**src/design/tmhq_pkg.sv**
```systemverilog
// Package: shared types, constants and helpers for the timer min-heap queue.
`timescale 1ns / 1ps
`default_nettype none
package tmhq_pkg;

    localparam int CAPACITY_DEF = 64;
    localparam int ID_COUNT_DEF = 1024;
    localparam int MAX_RESULTS  = 64;

    localparam int FUNC_W = 3;
    localparam int ID_W   = 10;
    localparam int TMO_W  = 24;
    localparam int TIME_W = 32;
    localparam int WAIT_W = 24;
    localparam int CNT_W  = 7;
    localparam int STAT_W = 2;

    localparam logic [WAIT_W-1:0] WAIT_MAX = '1;

    typedef enum logic [FUNC_W-1:0] {
        FUNC_ADD   = 3'd0,
        FUNC_ADJ   = 3'd1,
        FUNC_FIRE  = 3'd2,
        FUNC_TICK  = 3'd3,
        FUNC_CLEAR = 3'd4
    } func_t;

    typedef enum logic [STAT_W-1:0] {
        ST_OK          = 2'd0,
        ST_NOT_PENDING = 2'd1,
        ST_FULL        = 2'd2
    } stat_code_t;

    // What a push into the result buffer records
    typedef enum logic [2:0] {
        RES_OK,
        RES_NOT_PENDING,
        RES_FULL,
        RES_FIRED,
        RES_POP
    } res_kind_t;

    // Datapath operations, one per cycle
    typedef enum logic [4:0] {
        OP_NONE,
        OP_INIT,
        OP_ACCEPT,
        OP_LOOKUP,
        OP_NEW,
        OP_SET,
        OP_RM_RD,
        OP_RM_LOAD,
        OP_DN_RD,
        OP_DN_STEP,
        OP_UP_RD,
        OP_UP_STEP,
        OP_PLACE,
        OP_PUSH,
        OP_TK_RD,
        OP_CLEAR,
        OP_SUM_RD,
        OP_SUM,
        OP_EMIT
    } op_t;

    typedef enum logic [4:0] {
        S_INIT,
        S_IDLE,
        S_LOOK,
        S_DISP,
        S_RM,
        S_RM_LD,
        S_DN_RD,
        S_DN_ST,
        S_UP_RD,
        S_UP_ST,
        S_PLACE,
        S_TK,
        S_TK_CMP,
        S_TK_END,
        S_OKP,
        S_SUM_RD,
        S_SUM,
        S_EMIT
    } state_t;

    typedef struct packed {
        op_t       op;
        res_kind_t res;
        logic      root;
    } cmd_t;

    typedef struct packed {
        func_t func;
        logic  id_ok;
        logic  pend;
        logic  full;
        logic  leaf;
        logic  dn_stop;
        logic  up_stop;
        logic  root;
        logic  moved;
        logic  tail;
        logic  size_zero;
        logic  cnt_full;
        logic  cnt_zero;
        logic  due;
        logic  last;
        logic  init_done;
    } dp_stat_t;

    typedef struct packed {
        logic [ID_W-1:0]   id;
        logic [TIME_W-1:0] expiry;
    } node_t;

    typedef struct packed {
        logic [ID_W-1:0] fid;
        logic            fired;
        stat_code_t      status;
    } res_t;

    // Wrap-safe ordering: a expires before b
    function automatic logic earlier(input logic [TIME_W-1:0] a, input logic [TIME_W-1:0] b);
        logic [TIME_W-1:0] d;
        d = a - b;
        return d[TIME_W-1];
    endfunction

endpackage
`default_nettype wire

```
**src/design/tmhq_ctrl.sv**
```systemverilog
// Controller: sequences lookup, sift, tick and result delivery.
`timescale 1ns / 1ps
`default_nettype none
module tmhq_ctrl (
    input  wire logic               clk,
    input  wire logic               rst_n,
    input  wire logic               start,
    input  wire tmhq_pkg::dp_stat_t stat,
    output tmhq_pkg::cmd_t          cmd,
    output logic                    busy,
    output logic                    valid,
    output logic                    last
);
    import tmhq_pkg::*;

    state_t state_reg, state_next;

    // State register
    always_ff @(posedge clk or negedge rst_n)
    begin
        if (!rst_n)
            state_reg <= S_INIT;
        else
            state_reg <= state_next;
    end

    // Next state and commands
    always_comb
    begin
        state_next = state_reg;
        cmd        = '{op: OP_NONE, res: RES_OK, root: 1'b0};
        busy       = 1'b1;
        valid      = 1'b0;
        last       = 1'b0;
        case (state_reg)
            S_INIT:
            begin
                cmd.op = OP_INIT;
                if (stat.init_done)
                    state_next = S_IDLE;
            end
            S_IDLE:
            begin
                busy = 1'b0;
                if (start)
                begin
                    cmd.op     = OP_ACCEPT;
                    state_next = S_LOOK;
                end
            end
            S_LOOK:
            begin
                cmd.op     = OP_LOOKUP;
                state_next = S_DISP;
            end
            S_DISP:
            begin
                case (stat.func)
                    FUNC_ADD:
                    begin
                        if (!stat.id_ok)
                        begin
                            cmd.op     = OP_PUSH;
                            cmd.res    = RES_NOT_PENDING;
                            state_next = S_SUM_RD;
                        end
                        else if (stat.pend)
                        begin
                            cmd.op     = OP_SET;
                            state_next = S_DN_RD;
                        end
                        else if (stat.full)
                        begin
                            cmd.op     = OP_PUSH;
                            cmd.res    = RES_FULL;
                            state_next = S_SUM_RD;
                        end
                        else
                        begin
                            cmd.op     = OP_NEW;
                            state_next = S_UP_RD;
                        end
                    end
                    FUNC_ADJ:
                    begin
                        if (!stat.pend)
                        begin
                            cmd.op     = OP_PUSH;
                            cmd.res    = RES_NOT_PENDING;
                            state_next = S_SUM_RD;
                        end
                        else
                        begin
                            cmd.op     = OP_SET;
                            state_next = S_DN_RD;
                        end
                    end
                    FUNC_FIRE:
                    begin
                        cmd.op = OP_PUSH;
                        if (!stat.pend)
                        begin
                            cmd.res    = RES_NOT_PENDING;
                            state_next = S_SUM_RD;
                        end
                        else
                        begin
                            cmd.res    = RES_FIRED;
                            state_next = S_RM;
                        end
                    end
                    FUNC_TICK:
                    begin
                        state_next = S_TK;
                    end
                    FUNC_CLEAR:
                    begin
                        cmd.op     = OP_CLEAR;
                        state_next = S_OKP;
                    end
                    default:
                    begin
                        state_next = S_OKP;
                    end
                endcase
            end
            // Remove: pull the last node into the hole
            S_RM:
            begin
                cmd.op     = OP_RM_RD;
                cmd.root   = stat.func == FUNC_TICK;
                state_next = S_RM_LD;
            end
            S_RM_LD:
            begin
                if (stat.tail)
                begin
                    cmd.op     = OP_RM_LOAD;
                    state_next = S_DN_RD;
                end
                else if (stat.func == FUNC_TICK)
                    state_next = S_TK;
                else
                    state_next = S_SUM_RD;
            end
            // Sift down, falling back to sift up when nothing moved
            S_DN_RD:
            begin
                if (stat.leaf)
                    state_next = stat.moved ? S_PLACE : S_UP_RD;
                else
                begin
                    cmd.op     = OP_DN_RD;
                    state_next = S_DN_ST;
                end
            end
            S_DN_ST:
            begin
                cmd.op = OP_DN_STEP;
                if (stat.dn_stop)
                    state_next = stat.moved ? S_PLACE : S_UP_RD;
                else
                    state_next = S_DN_RD;
            end
            S_UP_RD:
            begin
                if (stat.root)
                    state_next = S_PLACE;
                else
                begin
                    cmd.op     = OP_UP_RD;
                    state_next = S_UP_ST;
                end
            end
            S_UP_ST:
            begin
                cmd.op     = OP_UP_STEP;
                state_next = stat.up_stop ? S_PLACE : S_UP_RD;
            end
            S_PLACE:
            begin
                cmd.op = OP_PLACE;
                if (stat.func == FUNC_TICK)
                    state_next = S_TK;
                else if (stat.func == FUNC_FIRE)
                    state_next = S_SUM_RD;
                else
                    state_next = S_OKP;
            end
            // Tick: pop the root while it is due and the result buffer is not full
            S_TK:
            begin
                if (stat.size_zero || stat.cnt_full)
                    state_next = S_TK_END;
                else
                begin
                    cmd.op     = OP_TK_RD;
                    state_next = S_TK_CMP;
                end
            end
            S_TK_CMP:
            begin
                if (stat.due)
                begin
                    cmd.op     = OP_PUSH;
                    cmd.res    = RES_POP;
                    state_next = S_RM;
                end
                else
                    state_next = S_TK_END;
            end
            S_TK_END:
            begin
                if (stat.cnt_zero)
                begin
                    cmd.op  = OP_PUSH;
                    cmd.res = RES_OK;
                end
                state_next = S_SUM_RD;
            end
            S_OKP:
            begin
                cmd.op     = OP_PUSH;
                cmd.res    = RES_OK;
                state_next = S_SUM_RD;
            end
            // Summary and delivery
            S_SUM_RD:
            begin
                cmd.op     = OP_SUM_RD;
                state_next = S_SUM;
            end
            S_SUM:
            begin
                cmd.op     = OP_SUM;
                state_next = S_EMIT;
            end
            S_EMIT:
            begin
                cmd.op = OP_EMIT;
                valid  = 1'b1;
                last   = stat.last;
                if (stat.last)
                    state_next = S_IDLE;
            end
            default:
            begin
                state_next = S_IDLE;
            end
        endcase
    end

endmodule
`default_nettype wire

```
**config.mk**
```make
export PLATFORM = sky130hd
export DESIGN_NAME = tmhq_ctrl
export DESIGN_NICKNAME = d
export VERILOG_FILES = /design/src/design/tmhq_pkg.sv /design/src/design/tmhq_ctrl.sv
export SDC_FILE = /design/constraint.sdc
export NUM_CORES = 1
export LEC_CHECK = 0
export BUFFER_PORTS_ARGS = -buffer_cell sky130_fd_sc_hd__buf_2
export CORE_ASPECT_RATIO = 0.75
export CORE_MARGIN = 4
export CORE_UTILIZATION = 45
export CTS_CLUSTER_SIZE = 20
export DETAILED_ROUTE_END_ITERATION = 7
export GPL_ROUTABILITY_DRIVEN = 0
export PLACE_DENSITY = 0.77
export SYNTH_ARGS = -nofsm -noshare
export SYNTH_HDL_FRONTEND = slang
export SYNTH_SLANG_ARGS = --single-unit
```
**constraint.sdc**
```tcl
create_clock -name clk -period 3.4 [get_ports clk]
set_input_delay 1.02 -clock clk [delete_from_list [all_inputs] [get_ports clk]]
set_output_delay 1.02 -clock clk [all_outputs]
set_load 0.01 [all_outputs]
```
==> results of run 1 <==
==> Yosys cell counts (all sizes together) (4+ instances only) <==
| cell type | instances |
|---|---|
| o21ai | 8 |
| inv | 5 |
| nand2 | 7 |
| dfrtp | 5 |
| nand2b | 6 |
| nor2 | 14 |
| nor3 | 4 |
| clkbuf | 5 |
| a21oi | 7 |
| buf | 8 |
| a31oi | 5 |
| nand3 | 5 |
| nor2b | 9 |
==> per-layer routing <==
layer / GRT usage / up-vias
li1: - / 586
met1: 0.327 / 547
met2: 0.294 / 86
met3: 0.0426 / 8
met4: 0.0919 / 0
met5: 0 / -
==> through the flow <==
stage | total power, mW | hold WS, ps
floorplan | 0.683 | 653
global placement | 0.832 | 791
detailed placement | 0.850 | 784
CTS | 0.926 | 568
global route | 1.02 | 560
finish | 0.933 | 575
==> where the power goes <==
part	switching [mW]	internal, mW
clock network	0.0249	0.0444
logic	0.349	0.296
registers	0.131	0.0876
total	0.505	0.428
==> worst max path at each step <==
stage	slack (ps)	endpoint	depth (start not counted)	from
3_5_place_dp	350	cmd[4]	5	stat[16]
5_1_grt	150	cmd[4]	4	state_reg[1]$_DFFE_PN0P_
4_1_cts	330	cmd[4]	5	stat[16]
3_3_place_gp	370	cmd[4]	5	stat[16]
2_1_floorplan	540	cmd[2]	4	stat[16]
6_report	320	cmd[4]	5	stat[16]
==> final cells by class <==
cell class	instances	share of cell area
timing repair buffer	34	0.153
tap	24	0.0263
clock buffer	4	0.0230
sequential	5	0.109
multi-input combinational	117	0.672
inverter	5	0.0164
==> cells by family after synthesis <==
kind of cell	Yosys count	synth area share
muxes	3	0.0448
AOI/OAI and AO/OA	47	0.347
DFF	5	0.128
and+or+nand+nor	67	0.394
buffers and inverters	18	0.0870
==> critical path, cell delays in order <==
cell      delay [ps]
buf_2            160
nor4b_1          420
and2_1           190
o221ai_1         100
buf_2            160
==> impl_metrics.ini, run 1 <==
[critical_path]
r2r_slack_ps = 1590
reg2reg_from = state_reg[1]$_DFFE_PN0P_
cp-end-kind = output port
path_class = in2out
cp-start-kind = input pin
reg2reg_to = state_reg[0]$_DFFE_PN0P_
critical_path_arrival_ps = 2060
required_ps = 2380
path_max_fanout = 13
r2r_cells = 4

[routing]
num_vias = 1227
wire_per_inst_um = 16.3
top_layer_used = met4
route.detailed.drc = 0
vias_per_cell = 6.49
met3_length_um = 312
wl_met1_um = 1370
drt_first_iter_violations = 116
first_pass_iters = 4
finalWirelength_um = 3080
route.met2.wl_um = 1340
antenna_left = 0

[timing]
hold_viol = 0
fmax_ghz = 0.325
setup_slack_ps = 324
setup_violations = 0
tightestPinTransition_ps = 641
min_period_ps = 3080
slew_violations = 0
fin_setup_tns_ps = 0
finClkSkew_ps = 0.354
finalCritPeriodShare = 0.905
grt_setup_unrepaired = no
maxSlewHeadroom = 0.573

[power_and_ir_drop]
p_per_area_nw_per_um2 = 816
ir_drop_mv = 0.428
leakage_nw = 0.486

[grt]
grt_pass1_wl_um = 4980
grt_max_degree = 21
grt_use_total = 0.218
antenna_found_initial = 0
grt_overflow = 0
first_global_vias = 1072

[clocking]
cts_max_level = 1
clockRootBuffer = clkbuf_4
clockBufferDepth = 2
cts_resized = 0
clock_latency_ps = 250
cts_tree = done
cts_hold_buf = 0
cts-buffers-inserted = 3
post_cts_buffers = 0
clock_sinks = 5
clk_pin_slew_ps = 40

[layout]
area_delta_synth_final_pct = 16.9
final_common_cell = buf_2
seqCellArea_um2 = 125
finalNonFillerCells = 189
largest_reg_flops = 5
multiInputGateArea_um2 = 768
fin_area_um2 = 1140
antenna_cells = 0
post-route-util = 0.563
final_layout_size_suffix_gt1_frac = 0.255
nNetsFinal = 187
fillCellCount = 198
final_cell_mix = buf_2 (32), nor2_1 (13), nor2b_1 (9)

[floorplanning]
start_util = 0.482
die_h_um = 48.4
core_um2 = 2030
ios = 33
num_rows = 14
die_area_um2 = 2990
die_w_um = 61.8

[place]
io_buffers = 32
place_area_um2 = 1120
pre_cts_ws_ps = 345
hpwl_um = 2350
placed_cells_incl_taps = 185

[synth]
synth_top_cell_by_area = dfrtp_1
synthArstFlopShare = 1.00
syn-cell-area_um2 = 978
syn_inst = 140
synth_fp_nets = 161
seq_area_frac_synth = 0.128
synth_edf_count = 0
synth.area.top_cells = dfrtp_1 (13%), nor2b_1 (5.8%), nor2_1 (5.0%), nand2b_1 (3.8%), a21oi_1 (3.6%)
synth_cell_types = 52
synth.avg_cell_area_um2 = 6.99
yosys_warnings = 0
ys.flop_type = dfrtp_1
synth_seq_cells = 5
yosys.area.top_type_share = 0.128

[worst_hold_path]
hold_path_class = in2async

[run_status]
outcome = finished, final reports clean

[flow_run]
maxCapViolations = 0
No activity file was read; power rests on OpenSTA's default activity.
==> run 2: changes to the inputs <==
- PLACE_DENSITY: 0.77 -> 0.73
==> impl_metrics.ini, run 2 (synthesis gave the netlist of run 1 again) <==
[run_status]
outcome = finished, final reports clean

[layout]
finalNonFillerCells = 190
largest_reg_flops = 5
seqCellArea_um2 = 125
nNetsFinal = 188
antenna_cells = 0
fin_area_um2 = 1150
final_common_cell = buf_2
final_layout_size_suffix_gt1_frac = 0.259
area_delta_synth_final_pct = 17.6
multiInputGateArea_um2 = 768
fillCellCount = 202
final_cell_mix = buf_2 (32), nor2_1 (13), nor2b_1 (9)

[critical_path]
path_max_fanout = 3
path_class = in2out
critical_path_arrival_ps = 2060
cp-start-kind = input pin
cp-end-kind = output port
r2r_slack_ps = 1620
required_ps = 2380

[flow_run]
maxCapViolations = 0

[power_and_ir_drop]
p_per_area_nw_per_um2 = 824
ir_drop_mv = 0.567
leakage_nw = 0.491

[floorplanning]
die_h_um = 48.4
ios = 33
die_w_um = 61.8
num_rows = 14
core_um2 = 2030
die_area_um2 = 2990
start_util = 0.482

[grt]
grt_use_total = 0.204
grt_pass1_wl_um = 4770
antenna_found_initial = 0
first_global_vias = 1024
grt_overflow = 0
grt_max_degree = 20

[timing]
tightestPinTransition_ps = 633
min_period_ps = 3080
fin_setup_tns_ps = 0
finClkSkew_ps = 3.31
finalCritPeriodShare = 0.905
hold_viol = 0
fmax_ghz = 0.325
maxSlewHeadroom = 0.578
slew_violations = 0
setup_violations = 0
grt_setup_unrepaired = no

[routing]
vias_per_cell = 6.60
wire_per_inst_um = 16.4
drt_first_iter_violations = 174
first_pass_iters = 5
route.detailed.drc = 0
antenna_left = 0
num_vias = 1254
finalWirelength_um = 3120

[clocking]
clock_latency_ps = 240
cts_tree = done
clockBufferDepth = 2
post_cts_buffers = 0
clk_pin_slew_ps = 40
cts_hold_buf = 0
cts_resized = 0
cts_max_level = 1
clockRootBuffer = clkbuf_4
cts-buffers-inserted = 3
clock_sinks = 5

[place]
placed_cells_incl_taps = 186
place_area_um2 = 1120
io_buffers = 32
hpwl_um = 2390

[worst_hold_path]
hold_path_class = in2async
[run 2: changes by cell type in the layout (fill, tap and decap cells not counted), sizes merged]
cell / change
buf: +1
[run 2: layout make-up]
class	count	area share
multi-input combinational	117	0.667
clock buffer	4	0.0228
sequential	5	0.109
timing repair buffer	35	0.159
tap	24	0.0261
inverter	5	0.0163
[run 2: worst paths after layout]
path | startpoint | end | cells past startpoint
min reg2reg | state_reg[1]$_DFFE_PN0P_ | state_reg[4]$_DFFE_PN0P_ | 1
min | rst_n | state_reg[1]$_DFFE_PN0P_ | 1
min in group clk | state_reg[1]$_DFFE_PN0P_ | state_reg[4]$_DFFE_PN0P_ | 1
max | stat[6] | cmd[4] | 5
max in group asynchronous | rst_n | state_reg[2]$_DFFE_PN0P_ | 1
max reg2reg | state_reg[1]$_DFFE_PN0P_ | state_reg[0]$_DFFE_PN0P_ | 4
[run 2: layer usage]
layer / global-route usage / up-vias / wire length, µm
met5: 0 / - / 0
met4: 0.0283 / 0 / 13
met3: 0.0559 / 4 / 344
met2: 0.279 / 81 / 1360
met1: 0.322 / 574 / 1400
li1: - / 595 / -
[run 2: through the flow]
step / setup slack, ps / power, mW / hold slack (ps) / util
6_report: 322 / 0.949 / 578 / 0.567
5_1_grt: 250 / 1.03 / 570 / 0.567
4_1_cts: 331 / 0.936 / 574 / 0.567
3_5_place_dp: 337 / 0.862 / 726 / 0.554
3_3_place_gp: 388 / 0.844 / 725 / 0.554
2_1_floorplan: 539 / 0.683 / 653 / -
[run 2: worst max-delay path, stage by stage]
cell and delay [ps]:
buf_2 100, o21ai_0 70, mux4_2 500, o221ai_1 200
buf_2 170
[run 2: power by group]
group	internal [mW]	switching [mW]	total, mW
Sequential	0.0880	0.115	0.203
Clock	0.0444	0.0241	0.0685
Combinational	0.303	0.375	0.678
Total	0.435	0.513	0.949
